===== config.mk =====
export PLATFORM = sky130hd
export DESIGN_NAME = hsv_to_rgb_colormap_unit
export DESIGN_NICKNAME = d
export VERILOG_FILES = /design/src/hsvc_pkg.sv /design/src/hsvc_front.sv /design/src/hsvc_mix.sv /design/src/hsvc_div.sv /design/src/hsv_to_rgb_colormap_unit.sv
export VERILOG_INCLUDE_DIRS = /design/src /design/src/src
export SDC_FILE = /design/constraint.sdc
export NUM_CORES = 2
export LEC_CHECK = 0
export ABC_AREA = 1
export BUFFER_PORTS_ARGS = -buffer_cell sky130_fd_sc_hd__buf_2
export CORE_MARGIN = 8
export CORE_UTILIZATION = 30
export DETAILED_ROUTE_END_ITERATION = 12
export PLACE_DENSITY = 0.42
export SLEW_MARGIN = 25
export SYNTH_ARGS = -nofsm -noshare
export SYNTH_HDL_FRONTEND = slang
export SYNTH_SLANG_ARGS = --single-unit

===== constraint.sdc =====
create_clock -name clk -period 5.6 [get_ports clk]
set_input_delay 0.28 -clock clk [delete_from_list [all_inputs] [get_ports clk]]
set_output_delay 0.28 -clock clk [all_outputs]
set_load 0.1 [all_outputs]

===== src/assert_macros.svh =====
// ---------------------------------------------------------------------------
// Assertion macros used by the colormap front end (hsvc_front).
// Define NO_ASSERTIONS to compile every macro to nothing.
// ---------------------------------------------------------------------------
`ifndef ASSERT_MACROS_SVH
`define ASSERT_MACROS_SVH

`ifndef NO_ASSERTIONS

// Same-cycle implication, checked on every rising edge out of reset
`define ASSERT_IMPL(label, clk, rst_n, cond, prop) \
    label: assert property (@(posedge clk) disable iff (!rst_n) (cond) |-> (prop)) \
        else $error("hsvc assertion failed");

// Next-cycle implication, checked on every rising edge out of reset
`define ASSERT_NEXT(label, clk, rst_n, cond, prop) \
    label: assert property (@(posedge clk) disable iff (!rst_n) (cond) |=> (prop)) \
        else $error("hsvc assertion failed");

`else

`define ASSERT_IMPL(label, clk, rst_n, cond, prop)
`define ASSERT_NEXT(label, clk, rst_n, cond, prop)

`endif

`endif


===== src/hsvc_pkg.sv =====
// ---------------------------------------------------------------------------
// hsvc_pkg
// Shared constants, codes and stage types of the HSV to RGB colormap unit.
// ---------------------------------------------------------------------------
package hsvc_pkg;

    // Default parameter values
    localparam int DEF_CHANNEL_BITS  = 8;
    localparam int DEF_HUE_FRAC_BITS = 6;

    // Field widths
    localparam int HUE_BITS     = 16;
    localparam int SV_BITS      = 9;
    localparam int SCALE_BITS   = 11;
    localparam int ERR_BITS     = 3;
    localparam int MODE_BITS    = 2;
    localparam int IN_DATA_BITS = 48;

    // Color modes
    localparam logic [MODE_BITS-1:0] MODE_DIRECT    = 2'd0;
    localparam logic [MODE_BITS-1:0] MODE_RED_GREEN = 2'd1;
    localparam logic [MODE_BITS-1:0] MODE_RAINBOW   = 2'd2;
    localparam logic [MODE_BITS-1:0] MODE_GRAY      = 2'd3;

    // Error codes
    localparam logic [ERR_BITS-1:0] ERR_NONE  = 3'd0;
    localparam logic [ERR_BITS-1:0] ERR_SAT   = 3'd1;
    localparam logic [ERR_BITS-1:0] ERR_VAL   = 3'd2;
    localparam logic [ERR_BITS-1:0] ERR_HUE   = 3'd3;
    localparam logic [ERR_BITS-1:0] ERR_SCALE = 3'd4;

    // Hue sectors of 60 degrees
    localparam logic [2:0] SEC_R_TO_Y = 3'd0;
    localparam logic [2:0] SEC_Y_TO_G = 3'd1;
    localparam logic [2:0] SEC_G_TO_C = 3'd2;
    localparam logic [2:0] SEC_C_TO_B = 3'd3;
    localparam logic [2:0] SEC_B_TO_M = 3'd4;
    localparam logic [2:0] SEC_M_TO_R = 3'd5;

    // Internal hue position runs in 1/1024 degree steps; one sector spans
    // 60 * 1024 = 15 * 2^12 steps.
    localparam int HPOS_BITS       = 19;
    localparam int SCALE_FRAC_BITS = 10;
    localparam logic [HPOS_BITS-1:0] SPAN      = 19'd61440;
    localparam logic [HPOS_BITS-1:0] SPAN_AT_1 = 19'd61440;
    localparam logic [HPOS_BITS-1:0] SPAN_AT_2 = 19'd122880;
    localparam logic [HPOS_BITS-1:0] SPAN_AT_3 = 19'd184320;
    localparam logic [HPOS_BITS-1:0] SPAN_AT_4 = 19'd245760;
    localparam logic [HPOS_BITS-1:0] SPAN_AT_5 = 19'd307200;

    // Chroma and offset in 1/65536, ramp up to one span
    localparam int RAMP_BITS = 16;
    localparam int CM_BITS   = 17;
    localparam logic [CM_BITS-1:0] FULL_CHROMA = 17'h10000;

    // Channel sums in 1/(65536 * SPAN) fit 32 bits; the 2^28 part of the
    // divisor is dropped by a shift, the factor 15 by a reciprocal.
    localparam int PROD_BITS   = 32;
    localparam int LEVEL_SHIFT = 28;

    // Front end result handed to the mixing stages
    typedef struct packed {
        logic [2:0]           sector;
        logic [RAMP_BITS-1:0] ramp;
        logic [CM_BITS-1:0]   chroma;
        logic [CM_BITS-1:0]   offset;
        logic [ERR_BITS-1:0]  err;
    } hsvc_front_t;

endpackage


===== src/hsvc_front.sv =====
// ---------------------------------------------------------------------------
// hsvc_front
// Stages 1 and 2: mode decode, range checks, chroma and offset, hue
// position, sector and triangular ramp.
// ---------------------------------------------------------------------------
`include "assert_macros.svh"

module hsvc_front
    import hsvc_pkg::*;
#(
    parameter int HUE_FRAC_BITS = DEF_HUE_FRAC_BITS
)
(
    input  logic                  clk,
    input  logic                  rst_n,
    input  logic                  in_valid,
    output logic                  in_ready,
    input  logic [HUE_BITS-1:0]   hue,
    input  logic [SV_BITS-1:0]    saturation,
    input  logic [SV_BITS-1:0]    brightness,
    input  logic [SCALE_BITS-1:0] scale_value,
    input  logic [MODE_BITS-1:0]  color_mode,
    output logic                  out_valid,
    input  logic                  out_ready,
    output hsvc_front_t           out_data
);

    localparam int HUE_SHIFT = SCALE_FRAC_BITS - HUE_FRAC_BITS;
    localparam int WIDE_BITS = HUE_BITS + SCALE_FRAC_BITS;
    localparam logic [31:0] HUE_LIMIT = 32'(360 << HUE_FRAC_BITS);
    localparam logic [SV_BITS-1:0]    UNIT_SV    = 9'd256;
    localparam logic [SCALE_BITS-1:0] UNIT_SCALE = 11'd1024;

    // Stage 1 registers
    logic                  s1_valid_reg;
    logic [HPOS_BITS-1:0]  s1_h_reg,   s1_h_next;
    logic [CM_BITS-1:0]    s1_c_reg,   s1_c_next;
    logic [CM_BITS-1:0]    s1_m_reg,   s1_m_next;
    logic [ERR_BITS-1:0]   s1_err_reg, s1_err_next;
    logic                  s1_ready;

    // Stage 2 registers
    logic                  s2_valid_reg;
    hsvc_front_t           s2_data_reg, s2_data_next;
    logic                  s2_ready;

    logic [WIDE_BITS-1:0]  hue_wide;
    logic [2*SV_BITS-1:0]  sv_prod;
    logic [HPOS_BITS-1:0]  base;
    logic [RAMP_BITS-1:0]  pos;

    assign s1_ready = !s1_valid_reg || s2_ready;
    assign s2_ready = !s2_valid_reg || out_ready;
    assign in_ready = s1_ready;

    // Decode mode, check ranges, form hue position, chroma and offset.
    // A failing item carries zero chroma and offset, so it comes out black.
    always_comb
    begin
        hue_wide    = WIDE_BITS'(hue) << HUE_SHIFT;
        sv_prod     = (2*SV_BITS)'(brightness) * (2*SV_BITS)'(saturation);
        s1_h_next   = '0;
        s1_c_next   = '0;
        s1_m_next   = '0;
        s1_err_next = ERR_NONE;
        unique case (color_mode)
            MODE_DIRECT:
            begin
                if (saturation > UNIT_SV)
                begin
                    s1_err_next = ERR_SAT;
                end
                else if (brightness > UNIT_SV)
                begin
                    s1_err_next = ERR_VAL;
                end
                else if (32'(hue) >= HUE_LIMIT)
                begin
                    s1_err_next = ERR_HUE;
                end
                else
                begin
                    s1_h_next = hue_wide[HPOS_BITS-1:0];
                    s1_c_next = sv_prod[CM_BITS-1:0];
                    s1_m_next = {brightness, 8'b0} - sv_prod[CM_BITS-1:0];
                end
            end
            MODE_RED_GREEN:
            begin
                if (scale_value > UNIT_SCALE)
                begin
                    s1_err_next = ERR_SCALE;
                end
                else
                begin
                    s1_h_next = HPOS_BITS'(scale_value) * 19'd120;
                    s1_c_next = FULL_CHROMA;
                end
            end
            MODE_RAINBOW:
            begin
                if (scale_value > UNIT_SCALE)
                begin
                    s1_err_next = ERR_SCALE;
                end
                else
                begin
                    s1_h_next = HPOS_BITS'(scale_value) * 19'd270;
                    s1_c_next = FULL_CHROMA;
                end
            end
            MODE_GRAY:
            begin
                // Gray rides the offset path: scalar/1024 scaled to 1/65536
                if (scale_value > UNIT_SCALE)
                begin
                    s1_err_next = ERR_SCALE;
                end
                else
                begin
                    s1_m_next = CM_BITS'(scale_value) << 6;
                end
            end
            default:
            begin
                s1_err_next = ERR_NONE;
            end
        endcase
    end

    // Advance stage 1 valid
    always_ff @(posedge clk or negedge rst_n)
    begin
        if (!rst_n)
        begin
            s1_valid_reg <= 1'b0;
        end
        else if (s1_ready)
        begin
            s1_valid_reg <= in_valid;
        end
    end

    // Load stage 1 payload
    always_ff @(posedge clk)
    begin
        if (s1_ready && in_valid)
        begin
            s1_h_reg   <= s1_h_next;
            s1_c_reg   <= s1_c_next;
            s1_m_reg   <= s1_m_next;
            s1_err_reg <= s1_err_next;
        end
    end

    // Find the sector, the position inside it and the triangular ramp
    always_comb
    begin
        s2_data_next = '0;
        if (s1_h_reg >= SPAN_AT_5)
        begin
            s2_data_next.sector = SEC_M_TO_R;
            base                = SPAN_AT_5;
        end
        else if (s1_h_reg >= SPAN_AT_4)
        begin
            s2_data_next.sector = SEC_B_TO_M;
            base                = SPAN_AT_4;
        end
        else if (s1_h_reg >= SPAN_AT_3)
        begin
            s2_data_next.sector = SEC_C_TO_B;
            base                = SPAN_AT_3;
        end
        else if (s1_h_reg >= SPAN_AT_2)
        begin
            s2_data_next.sector = SEC_G_TO_C;
            base                = SPAN_AT_2;
        end
        else if (s1_h_reg >= SPAN_AT_1)
        begin
            s2_data_next.sector = SEC_Y_TO_G;
            base                = SPAN_AT_1;
        end
        else
        begin
            s2_data_next.sector = SEC_R_TO_Y;
            base                = '0;
        end
        pos = RAMP_BITS'(s1_h_reg - base);
        s2_data_next.ramp   = s2_data_next.sector[0] ? (SPAN[RAMP_BITS-1:0] - pos) : pos;
        s2_data_next.chroma = s1_c_reg;
        s2_data_next.offset = s1_m_reg;
        s2_data_next.err    = s1_err_reg;
    end

    // Advance stage 2 valid
    always_ff @(posedge clk or negedge rst_n)
    begin
        if (!rst_n)
        begin
            s2_valid_reg <= 1'b0;
        end
        else if (s2_ready)
        begin
            s2_valid_reg <= s1_valid_reg;
        end
    end

    // Load stage 2 payload
    always_ff @(posedge clk)
    begin
        if (s2_ready && s1_valid_reg)
        begin
            s2_data_reg <= s2_data_next;
        end
    end

    assign out_valid = s2_valid_reg;
    assign out_data  = s2_data_reg;

    // A rejected item carries no color into the datapath
    `ASSERT_IMPL(a_err_black, clk, rst_n, s1_valid_reg && (s1_err_reg != ERR_NONE), (s1_c_reg == '0) && (s1_m_reg == '0) && (s1_h_reg == '0))
    // Chroma plus offset never exceeds full value
    `ASSERT_IMPL(a_cm_bound, clk, rst_n, s1_valid_reg, (18'(s1_c_reg) + 18'(s1_m_reg)) <= 18'd65536)
    // Sector and ramp stay in range
    `ASSERT_IMPL(a_sector_range, clk, rst_n, s2_valid_reg, (s2_data_reg.sector <= SEC_M_TO_R) && (s2_data_reg.ramp <= SPAN[RAMP_BITS-1:0]))
    // An item in stage 1 moves on when stage 2 can take it
    `ASSERT_NEXT(a_s1_moves, clk, rst_n, s1_valid_reg && s2_ready, s2_valid_reg)

endmodule


===== src/hsvc_mix.sv =====
// ---------------------------------------------------------------------------
// hsvc_mix
// Stages 3 and 4: chroma times ramp, sector routing to channels, offset add
// and scaling to the channel range ahead of the divide by 15.
// ---------------------------------------------------------------------------
module hsvc_mix
    import hsvc_pkg::*;
#(
    parameter int CHANNEL_BITS = DEF_CHANNEL_BITS
)
(
    input  logic                               clk,
    input  logic                               rst_n,
    input  logic                               in_valid,
    output logic                               in_ready,
    input  hsvc_front_t                        in_data,
    output logic                               out_valid,
    input  logic                               out_ready,
    output logic [2:0][CHANNEL_BITS+3:0]       out_level,
    output logic [ERR_BITS-1:0]                out_err
);

    localparam int QW = CHANNEL_BITS + 4;
    localparam int NW = PROD_BITS + CHANNEL_BITS;

    // Stage 3 registers
    logic                  s3_valid_reg;
    logic [PROD_BITS-1:0]  s3_xw_reg, s3_xw_next;
    logic [PROD_BITS-1:0]  s3_cw_reg, s3_cw_next;
    logic [PROD_BITS-1:0]  s3_mw_reg, s3_mw_next;
    logic [2:0]            s3_sector_reg;
    logic [ERR_BITS-1:0]   s3_err_reg;
    logic                  s3_ready;

    // Stage 4 registers
    logic                  s4_valid_reg;
    logic [2:0][QW-1:0]    s4_level_reg, s4_level_next;
    logic [ERR_BITS-1:0]   s4_err_reg;
    logic                  s4_ready;

    logic [2:0][PROD_BITS-1:0] sel;
    logic [PROD_BITS-1:0]      sum;
    logic [NW-1:0]             scaled;

    assign s3_ready = !s3_valid_reg || s4_ready;
    assign s4_ready = !s4_valid_reg || out_ready;
    assign in_ready = s3_ready;

    // Form the full, ramp and offset terms in 1/(65536 * SPAN)
    always_comb
    begin
        s3_xw_next = PROD_BITS'(in_data.chroma) * PROD_BITS'(in_data.ramp);
        s3_cw_next = PROD_BITS'(in_data.chroma) * PROD_BITS'(SPAN);
        s3_mw_next = PROD_BITS'(in_data.offset) * PROD_BITS'(SPAN);
    end

    // Advance stage 3 valid
    always_ff @(posedge clk or negedge rst_n)
    begin
        if (!rst_n)
        begin
            s3_valid_reg <= 1'b0;
        end
        else if (s3_ready)
        begin
            s3_valid_reg <= in_valid;
        end
    end

    // Load stage 3 payload
    always_ff @(posedge clk)
    begin
        if (s3_ready && in_valid)
        begin
            s3_xw_reg     <= s3_xw_next;
            s3_cw_reg     <= s3_cw_next;
            s3_mw_reg     <= s3_mw_next;
            s3_sector_reg <= in_data.sector;
            s3_err_reg    <= in_data.err;
        end
    end

    // Route terms to red, green, blue by sector; add offset; scale by
    // 2^CHANNEL_BITS - 1 and drop the 2^28 part of the divisor
    always_comb
    begin
        sel = '0;
        case (s3_sector_reg)
            SEC_R_TO_Y:
            begin
                sel[0] = s3_cw_reg;
                sel[1] = s3_xw_reg;
            end
            SEC_Y_TO_G:
            begin
                sel[0] = s3_xw_reg;
                sel[1] = s3_cw_reg;
            end
            SEC_G_TO_C:
            begin
                sel[1] = s3_cw_reg;
                sel[2] = s3_xw_reg;
            end
            SEC_C_TO_B:
            begin
                sel[1] = s3_xw_reg;
                sel[2] = s3_cw_reg;
            end
            SEC_B_TO_M:
            begin
                sel[0] = s3_xw_reg;
                sel[2] = s3_cw_reg;
            end
            default:
            begin
                sel[0] = s3_cw_reg;
                sel[2] = s3_xw_reg;
            end
        endcase
        for (int ch = 0; ch < 3; ch++)
        begin
            sum    = PROD_BITS'(sel[ch] + s3_mw_reg);
            scaled = (NW'(sum) << CHANNEL_BITS) - NW'(sum);
            s4_level_next[ch] = scaled[NW-1:LEVEL_SHIFT];
        end
    end

    // Advance stage 4 valid
    always_ff @(posedge clk or negedge rst_n)
    begin
        if (!rst_n)
        begin
            s4_valid_reg <= 1'b0;
        end
        else if (s4_ready)
        begin
            s4_valid_reg <= s3_valid_reg;
        end
    end

    // Load stage 4 payload
    always_ff @(posedge clk)
    begin
        if (s4_ready && s3_valid_reg)
        begin
            s4_level_reg <= s4_level_next;
            s4_err_reg   <= s3_err_reg;
        end
    end

    assign out_valid = s4_valid_reg;
    assign out_level = s4_level_reg;
    assign out_err   = s4_err_reg;

endmodule


===== src/hsvc_div.sv =====
// ---------------------------------------------------------------------------
// hsvc_div
// Stage 5: exact divide of each channel level by 15 through a reciprocal
// multiply; holds the output word.
// ---------------------------------------------------------------------------
module hsvc_div
    import hsvc_pkg::*;
#(
    parameter int CHANNEL_BITS = DEF_CHANNEL_BITS
)
(
    input  logic                          clk,
    input  logic                          rst_n,
    input  logic                          in_valid,
    output logic                          in_ready,
    input  logic [2:0][CHANNEL_BITS+3:0]  in_level,
    input  logic [ERR_BITS-1:0]           in_err,
    output logic                          out_valid,
    input  logic                          out_ready,
    output logic [CHANNEL_BITS-1:0]       red,
    output logic [CHANNEL_BITS-1:0]       green,
    output logic [CHANNEL_BITS-1:0]       blue,
    output logic [ERR_BITS-1:0]           error_code
);

    // floor(x * ceil(2^K / 15) / 2^K) equals floor(x / 15) for every x
    // below 2^QW when K = QW + 4
    localparam int QW = CHANNEL_BITS + 4;
    localparam int K  = QW + 4;
    localparam int MW = QW + 1;
    localparam int PW = QW + MW;
    localparam logic [MW-1:0] RECIP = MW'(((64'd1 << K) + 64'd14) / 64'd15);

    logic                                 s5_valid_reg;
    logic [2:0][CHANNEL_BITS-1:0]         s5_chan_reg, s5_chan_next;
    logic [ERR_BITS-1:0]                  s5_err_reg;
    logic                                 s5_ready;
    logic [PW-1:0]                        prod;

    assign s5_ready = !s5_valid_reg || out_ready;
    assign in_ready = s5_ready;

    // Divide each level by 15
    always_comb
    begin
        for (int ch = 0; ch < 3; ch++)
        begin
            prod = PW'(in_level[ch]) * PW'(RECIP);
            s5_chan_next[ch] = prod[K +: CHANNEL_BITS];
        end
    end

    // Advance output valid
    always_ff @(posedge clk or negedge rst_n)
    begin
        if (!rst_n)
        begin
            s5_valid_reg <= 1'b0;
        end
        else if (s5_ready)
        begin
            s5_valid_reg <= in_valid;
        end
    end

    // Load output word
    always_ff @(posedge clk)
    begin
        if (s5_ready && in_valid)
        begin
            s5_chan_reg <= s5_chan_next;
            s5_err_reg  <= in_err;
        end
    end

    assign out_valid  = s5_valid_reg;
    assign red        = s5_chan_reg[0];
    assign green      = s5_chan_reg[1];
    assign blue       = s5_chan_reg[2];
    assign error_code = s5_err_reg;

endmodule


===== src/hsv_to_rgb_colormap_unit.sv =====
// ---------------------------------------------------------------------------
// hsv_to_rgb_colormap_unit
// One pixel per word from HSV or a colormap scalar to RGB, fixed point.
// ---------------------------------------------------------------------------
// Usage:
//   s_tvalid/s_tready/s_tdata carry one input word per pixel: hue,
//   saturation, brightness and scale_value. m_tvalid/m_tready/m_tdata carry
//   one result word per pixel: red, green, blue and error_code.
//   cfg_valid/cfg_ready/cfg_data write color_mode (0 direct HSV, 1 red-green,
//   2 rainbow, 3 gray); cfg_ready is always high. Write it only while no
//   word is in flight.
//   m_tvalid rises once a word has passed all five register stages (decode,
//   sector, ramp multiply, channel scaling, divide by 15); the accept edge
//   loads the first. Throughput is one word per cycle while m_tready stays
//   high; each stage takes a new word whenever its successor moves on.
//   An out-of-range field gives a nonzero error_code and black color.
//   Reset clears all stage valid bits and sets color_mode to direct HSV.
//   When the receiver stalls the output word holds; empty stages upstream
//   keep filling, and s_tready drops once every stage holds a word.
// ---------------------------------------------------------------------------
module hsv_to_rgb_colormap_unit
    import hsvc_pkg::*;
#(
    parameter int CHANNEL_BITS  = DEF_CHANNEL_BITS,
    parameter int HUE_FRAC_BITS = DEF_HUE_FRAC_BITS
)
(
    input  logic                   clk,
    input  logic                   rst_n,
    // s_tdata, from bit 0: hue[15:0], saturation[8:0], brightness[8:0],
    // scale_value[10:0], zero pad
    input  logic                   s_tvalid,
    output logic                   s_tready,
    input  logic [IN_DATA_BITS-1:0] s_tdata,
    // m_tdata, from bit 0: red, green, blue (CHANNEL_BITS each),
    // error_code[2:0], zero pad
    output logic                   m_tvalid,
    input  logic                   m_tready,
    output logic [((3*CHANNEL_BITS+ERR_BITS+7)/8)*8-1:0] m_tdata,
    input  logic                   cfg_valid,
    output logic                   cfg_ready,
    input  logic [MODE_BITS-1:0]   cfg_data
);

    localparam int OUT_BITS = ((3*CHANNEL_BITS + ERR_BITS + 7) / 8) * 8;
    localparam int RES_BITS = 3*CHANNEL_BITS + ERR_BITS;

    logic [MODE_BITS-1:0]          color_mode_reg;

    logic                          front_valid;
    logic                          front_ready;
    hsvc_front_t                   front_data;

    logic                          mix_valid;
    logic                          mix_ready;
    logic [2:0][CHANNEL_BITS+3:0]  mix_level;
    logic [ERR_BITS-1:0]           mix_err;

    logic [CHANNEL_BITS-1:0]       red;
    logic [CHANNEL_BITS-1:0]       green;
    logic [CHANNEL_BITS-1:0]       blue;
    logic [ERR_BITS-1:0]           error_code;

    // Hold the mode register
    assign cfg_ready = 1'b1;

    always_ff @(posedge clk or negedge rst_n)
    begin
        if (!rst_n)
        begin
            color_mode_reg <= MODE_DIRECT;
        end
        else if (cfg_valid)
        begin
            color_mode_reg <= cfg_data;
        end
    end

    hsvc_front #(
        .HUE_FRAC_BITS (HUE_FRAC_BITS)
    ) u_front (
        .clk         (clk),
        .rst_n       (rst_n),
        .in_valid    (s_tvalid),
        .in_ready    (s_tready),
        .hue         (s_tdata[15:0]),
        .saturation  (s_tdata[24:16]),
        .brightness  (s_tdata[33:25]),
        .scale_value (s_tdata[44:34]),
        .color_mode  (color_mode_reg),
        .out_valid   (front_valid),
        .out_ready   (front_ready),
        .out_data    (front_data)
    );

    hsvc_mix #(
        .CHANNEL_BITS (CHANNEL_BITS)
    ) u_mix (
        .clk       (clk),
        .rst_n     (rst_n),
        .in_valid  (front_valid),
        .in_ready  (front_ready),
        .in_data   (front_data),
        .out_valid (mix_valid),
        .out_ready (mix_ready),
        .out_level (mix_level),
        .out_err   (mix_err)
    );

    hsvc_div #(
        .CHANNEL_BITS (CHANNEL_BITS)
    ) u_div (
        .clk        (clk),
        .rst_n      (rst_n),
        .in_valid   (mix_valid),
        .in_ready   (mix_ready),
        .in_level   (mix_level),
        .in_err     (mix_err),
        .out_valid  (m_tvalid),
        .out_ready  (m_tready),
        .red        (red),
        .green      (green),
        .blue       (blue),
        .error_code (error_code)
    );

    // Pack the result word, zero-padded to whole bytes
    assign m_tdata = OUT_BITS'(RES_BITS'({error_code, blue, green, red}));

endmodule


After elaboration in Yosys (flattened, before gate mapping)

Cells that the tools add are included.
Widths: inputs -> output; s select.

Add/sub/neg operators: 9
Reductions and logical operators: 26
Muxes and demuxes: 35
Multiply operators: 9
$lt $le $gt $ge: 9
Eq/ne operators: 7

Operators with widths:

| kind                   | count |
|---|---|
| $pmux 32 s2            | 3 |
| $mux 17                | 8 |
| $sub 40x32->40         | 3 |
| $add 32x32->32         | 3 |
| $mux 16                | 6 |
| $mux 19                | 4 |
| $mul 12x12->23 const B | 3 |
| $pmux 17 s2            | 2 |
| $pmux 19 s3            | 1 |
| $mul 17x4->20 const B  | 2 |
| $ge 19x18->1 const B   | 2 |
| $mul 17x16->32         | 1 |
| $ge 19x16->1 const B   | 1 |
| $ge 19x17->1 const B   | 1 |
| $ge 19x19->1 const B   | 1 |
| $gt 9x9->1 const B     | 2 |
| $mul 11x8->18 const B  | 1 |
| $mux 18                | 1 |
| $mul 9x9->17           | 1 |
| $sub 17x17->17         | 1 |
| $ge 16x15->1 const B   | 1 |
| $reduce_or 2->1        | 8 |
| $sub 16x16->16         | 1 |
| $sub 16x16->16 const A | 1 |
| other kinds (17)       | 37 |

Word-level logic and storage cells: 124
Register bits after elaboration: 263
Input port bits: 55
Output and inout port bits: 35

Longest topological paths before layout

Word-level depth: 9
Depth in mapped cells: 32
Mapped depth without buffers: 30

By module

Synthesis repeated with hierarchy kept, for this count alone.

Cell total of the unflattened synthesis: 5,432
Area, all modules: 41,175.7 um^2

Modules (own cells, without submodules):

| module                   | sequential area each (um^2) | area an instance (um^2) | cells each | instances |
|---|---|---|---|---|
| hsvc_mix                 | 3,563.4                     | 24,606.1                | 3,427      | 1 |
| hsvc_front               | 3,353.2                     | 10,740.3                | 1,269      | 1 |
| hsvc_div                 | 835.8                       | 5,700.5                 | 719        | 1 |
| hsv_to_rgb_colormap_unit | 50.0                        | 128.9                   | 17         | 1 |

Worst setup path after synthesis

Ideal clock, no wire load.

Kind: reg-to-reg
Start point: register u_front.s2_data_reg, in the netlist u_front.out_data[35]
End point: register u_mix.s3_xw_reg[27] (data pin)
Stages on the path, launching flop included: 22
Period minus slack after synthesis: 5.777 ns
Required time: 5.341 ns
Data arrival time: 5.518 ns
Setup time: 0.259 ns
Buffers on the path: 2
Path slack: -0.177 ns
Cell sequence: edfxtp_1 -> clkbuf_1 -> clkbuf_1 -> nand2_1 -> fa_1 -> inv_1 -> fa_1 -> inv_1 -> fa_1 -> fa_1 -> fa_1 -> inv_1 -> fa_1 -> ha_1 -> a21oi_1 -> o21ai_0 -> a21oi_1 -> o21ai_1 -> a21oi_1 -> o21ai_0 -> nand2_1 -> nand2_1

Word-level cells in the longest chain between the ends: 1

Ends and longest elaborated chain:

| what                     | RTL line          | RTL |
|---|---|---|
| start, declared          | hsvc_front.sv:44  | `hsvc_front_t s2_data_reg, s2_data_next;` |
| start signal, assigned   | hsvc_front.sv:215 | `s2_data_reg <= s2_data_next;` |
| $mul 17x16->32           | hsvc_mix.sv:52    | `s3_xw_next = PROD_BITS'(in_data.chroma) * PROD_BITS'(in_data.ramp);` |
| via u_mix.s3_xw_next[27] | hsvc_mix.sv:28    | `logic [PROD_BITS-1:0] s3_xw_reg, s3_xw_next;` |
| end signal, assigned     | hsvc_mix.sv:75    | `s3_xw_reg <= s3_xw_next;` |
| end, declared            | hsvc_mix.sv:28    |  |

The timed path passes the listed nets, and every way through them passes these cells.
A chain may end at the register's enable or synchronous reset.

Worst setup path after layout

Start point: register u_front.s2_data_reg, in the netlist u_front.out_data[41]
End point: register u_mix.s3_xw_reg[23] (data pin)

The elaborated chain is that of the path after synthesis.

==> run metrics <==
Synth async-reset ratio=0.0269; via count=33,200; Reg area=just under 0.008 sq mm; clk_lat worst skew=600 ps; Worst Path Required=5930 ps; H-tree level count=2; top cell type's share of synthesized area=0.190; max cap viols=0; Mapped Avg Cell Area=7.75 sq um; die width=around 380 um; final wirelength=116,000 um; initial antenna violation count=0; # port buffers=80; Critical Path AT=5770 ps; 1st-iter DRT viols=1,556; CTS sink count=260; starting density of the core=0.301; area delta synth->final=14.0%; top_reg_cell synth=edfxtp_1; worst setup margin=157 ps; crit path launch type=register; cell mode on critical path=fa_1; Clock Skew=28.7 ps; Post-DP Area=0.0437 sq mm; Yosys top cell by area=edfxtp_1; Reg2Reg Setup Slack=160 ps; status=complete, no violations; IO Pins=90; unrepaired setup endpoints after global routing=yes; final instance area=0.0456 sq mm; number of flip-flops in the largest register=55; Tot GR Track Use=0.159; Reg clk slew, reported paths=roughly 60 ps; Hold Fails Final Rpt=0; CP endpoint kind=register; DP Worst Slack=-78.4 ps; area taken by multi-input logic gates=0.0279 sq mm; DRC=0; Worst-Margin Slew=940 ps; # diodes=0; Setup-failing EPs final=0; GP Congestion=just over 0.9; Root Buffer=clkbuf_16; synth top area cells=edfxtp_1 19%, fa_1 18%, ha_1 18%; cells after synthesis=5,157; mapped cell area=0.0400 sq mm; Fillers=14,400; CP bufs+invs=5; HPWL after DPL=101,000 um; worst path cell trace=buf_6 > nand2_1 > fa_1 > inv_1 > fa_1 > inv_1 > fa_1 > fa_1 > fa_1 > inv_1 > fa_1 > ha_1 > nand2_2 > nor2_1 > nand4_1 > o21ai_2 > a21oi_4 > buf_4 > xnor2_1; synth unique cells=64; Std-Cell Rows=134; synthesis-stage register bit count=260; Final Core Density=0.343; wire per inst=16.1 um; clock buffer count from CTS=35; Core Area=0.133 sq mm; Rel. slew slack=0.373; Die H=about 380 um; Clock Tree Buf Depth=3; worst-path fanout max=6; CP peak stage delay=530 ps; Synth warnings=0; first-pass GRT wire length=188,000 um; largest net degree at the start of global routing=56; EDFF count, synth=253; DRT Pass-1 Iters=5; layout cells sized above 1=0.0894; gr ovfl total=0; die area=0.145 sq mm; Setup Crit Path Kind=register to register; Final #Nets=~6,400; Seq/Total Area, Yosys=0.194; vias per inst=about 4.6; reg2reg path depth=19; CTS tree=yes; hold_ws=79.6 ps; vias in the first global route=34,400; Final Cycle Share=0.972; FF-to-FF End=u_mix.s3_xw_reg[23]; Max Freq=184 MHz; Max Slew Vio Count=0; worst r2r src=u_front.out_data[41]; Hold Path Class=input pin to asynchronous set/reset pin; slowest CP cell=fa_1; crit path time final=5440 ps; Final ANT Viol Nets=0; Top delay family on crit path=adder cells
-- synthesized netlist by cell type (6+ instances only) --
master,n
nand2_1,1263
inv_1,1088
ha_1,574
fa_1,362
nor2_1,303
a21oi_1,280
edfxtp_1,253
nand3_1,222
o21ai_0,139
xor2_1,119
clkbuf_1,64
o22ai_1,59
nor3_1,53
nand4_1,39
xnor2_1,37
a21o_1,31
a31oi_1,28
o21ai_1,27
nor2_2,21
o21bai_1,17
nand2_2,14
nand3b_1,13
buf_4,12
buf_6,11
a211oi_1,9
o211ai_1,9
or2_2,9
nor4_1,8
o31ai_1,8
and2_1,7
dfrtp_1,7
a21boi_0,6
buf_2,6
inv_2,6
-- through the flow --
stage | cells | TNS [ps]
CTS | 7193 | 0
floorplan | 5161 | 0
global route | 7214 | -52.0
finish | 7214 | 0
detailed placement | 7110 | -321
global placement | 7110 | -37.8
-- metal layers --
metal,global-route usage,part of all wire
met1,0.202,0.45
met2,0.290,0.50
met3,0.0130,0.025
met4,0.0399,0.024
met5,0,0
-- area by class of cell --
| type | instances | share of cell area |
|---|---|---|
| sequential | 260 | 0.171 |
| inverter | 1096 | 0.0904 |
| multi-input combinational | 3708 | 0.612 |
| timing repair buffer | 319 | 0.0522 |
| clock inverter | 21 | 0.00568 |
| tap | 1768 | 0.0485 |
| clock buffer | 42 | 0.0202 |
-- worst max-delay path by stage --
stage	from	slack, ps	to	cells past startpoint
floorplan	u_front.out_data[34]	10	u_mix.s3_xw_reg[31]	21
global placement	u_front.out_data[28]	-20	u_mix.s3_xw_reg[28]	21
detailed placement	u_front.out_data[28]	-80	u_mix.s3_xw_reg[28]	21
CTS	u_front.out_data[25]	20	u_mix.s3_xw_reg[28]	19
global route	u_front.out_data[32]	-30	u_mix.s3_xw_reg[28]	17
finish	u_front.out_data[41]	160	u_mix.s3_xw_reg[23]	19
-- cells in the final DEF, fill, tap and decap left out, types with 35 or more instances in the layout --
cell type and instances:
fa_1 358, nor3_1 52, o22ai_1 59, buf_2 80, ha_1 566, a21oi_1 267
nand2_1 1252, edfxtp_1 253, inv_1 1083, clkbuf_16 35, nand3_1 220, xor2_1 119
nor2_1 299, nand4_1 39, buf_4 202, o21ai_0 136, xnor2_1 37
-- cell families after synthesis --
kind of cell             share of synthesized area
XOR/XNOR                                    0.0346
adder cells (fa/ha/maj)                      0.361
flip-flops                                   0.194
AND/OR/NAND/NOR                              0.204
other                                     0.000188
AO/OA/AOI/OAI                               0.0908
buffers and inverters                        0.115
-- timing repair --
item	4_1_cts	5_1_grt
hold endpoints to repair	17	0
buffers inserted	5	21
resized for setup	2	73
pin swaps	1	35
setup endpoints to repair	5	16
hold buffers	15	0
Power is left out: the tool's default activity adds up to more than one toggle a clock period on the data nets, which glitch-free logic cannot reach.
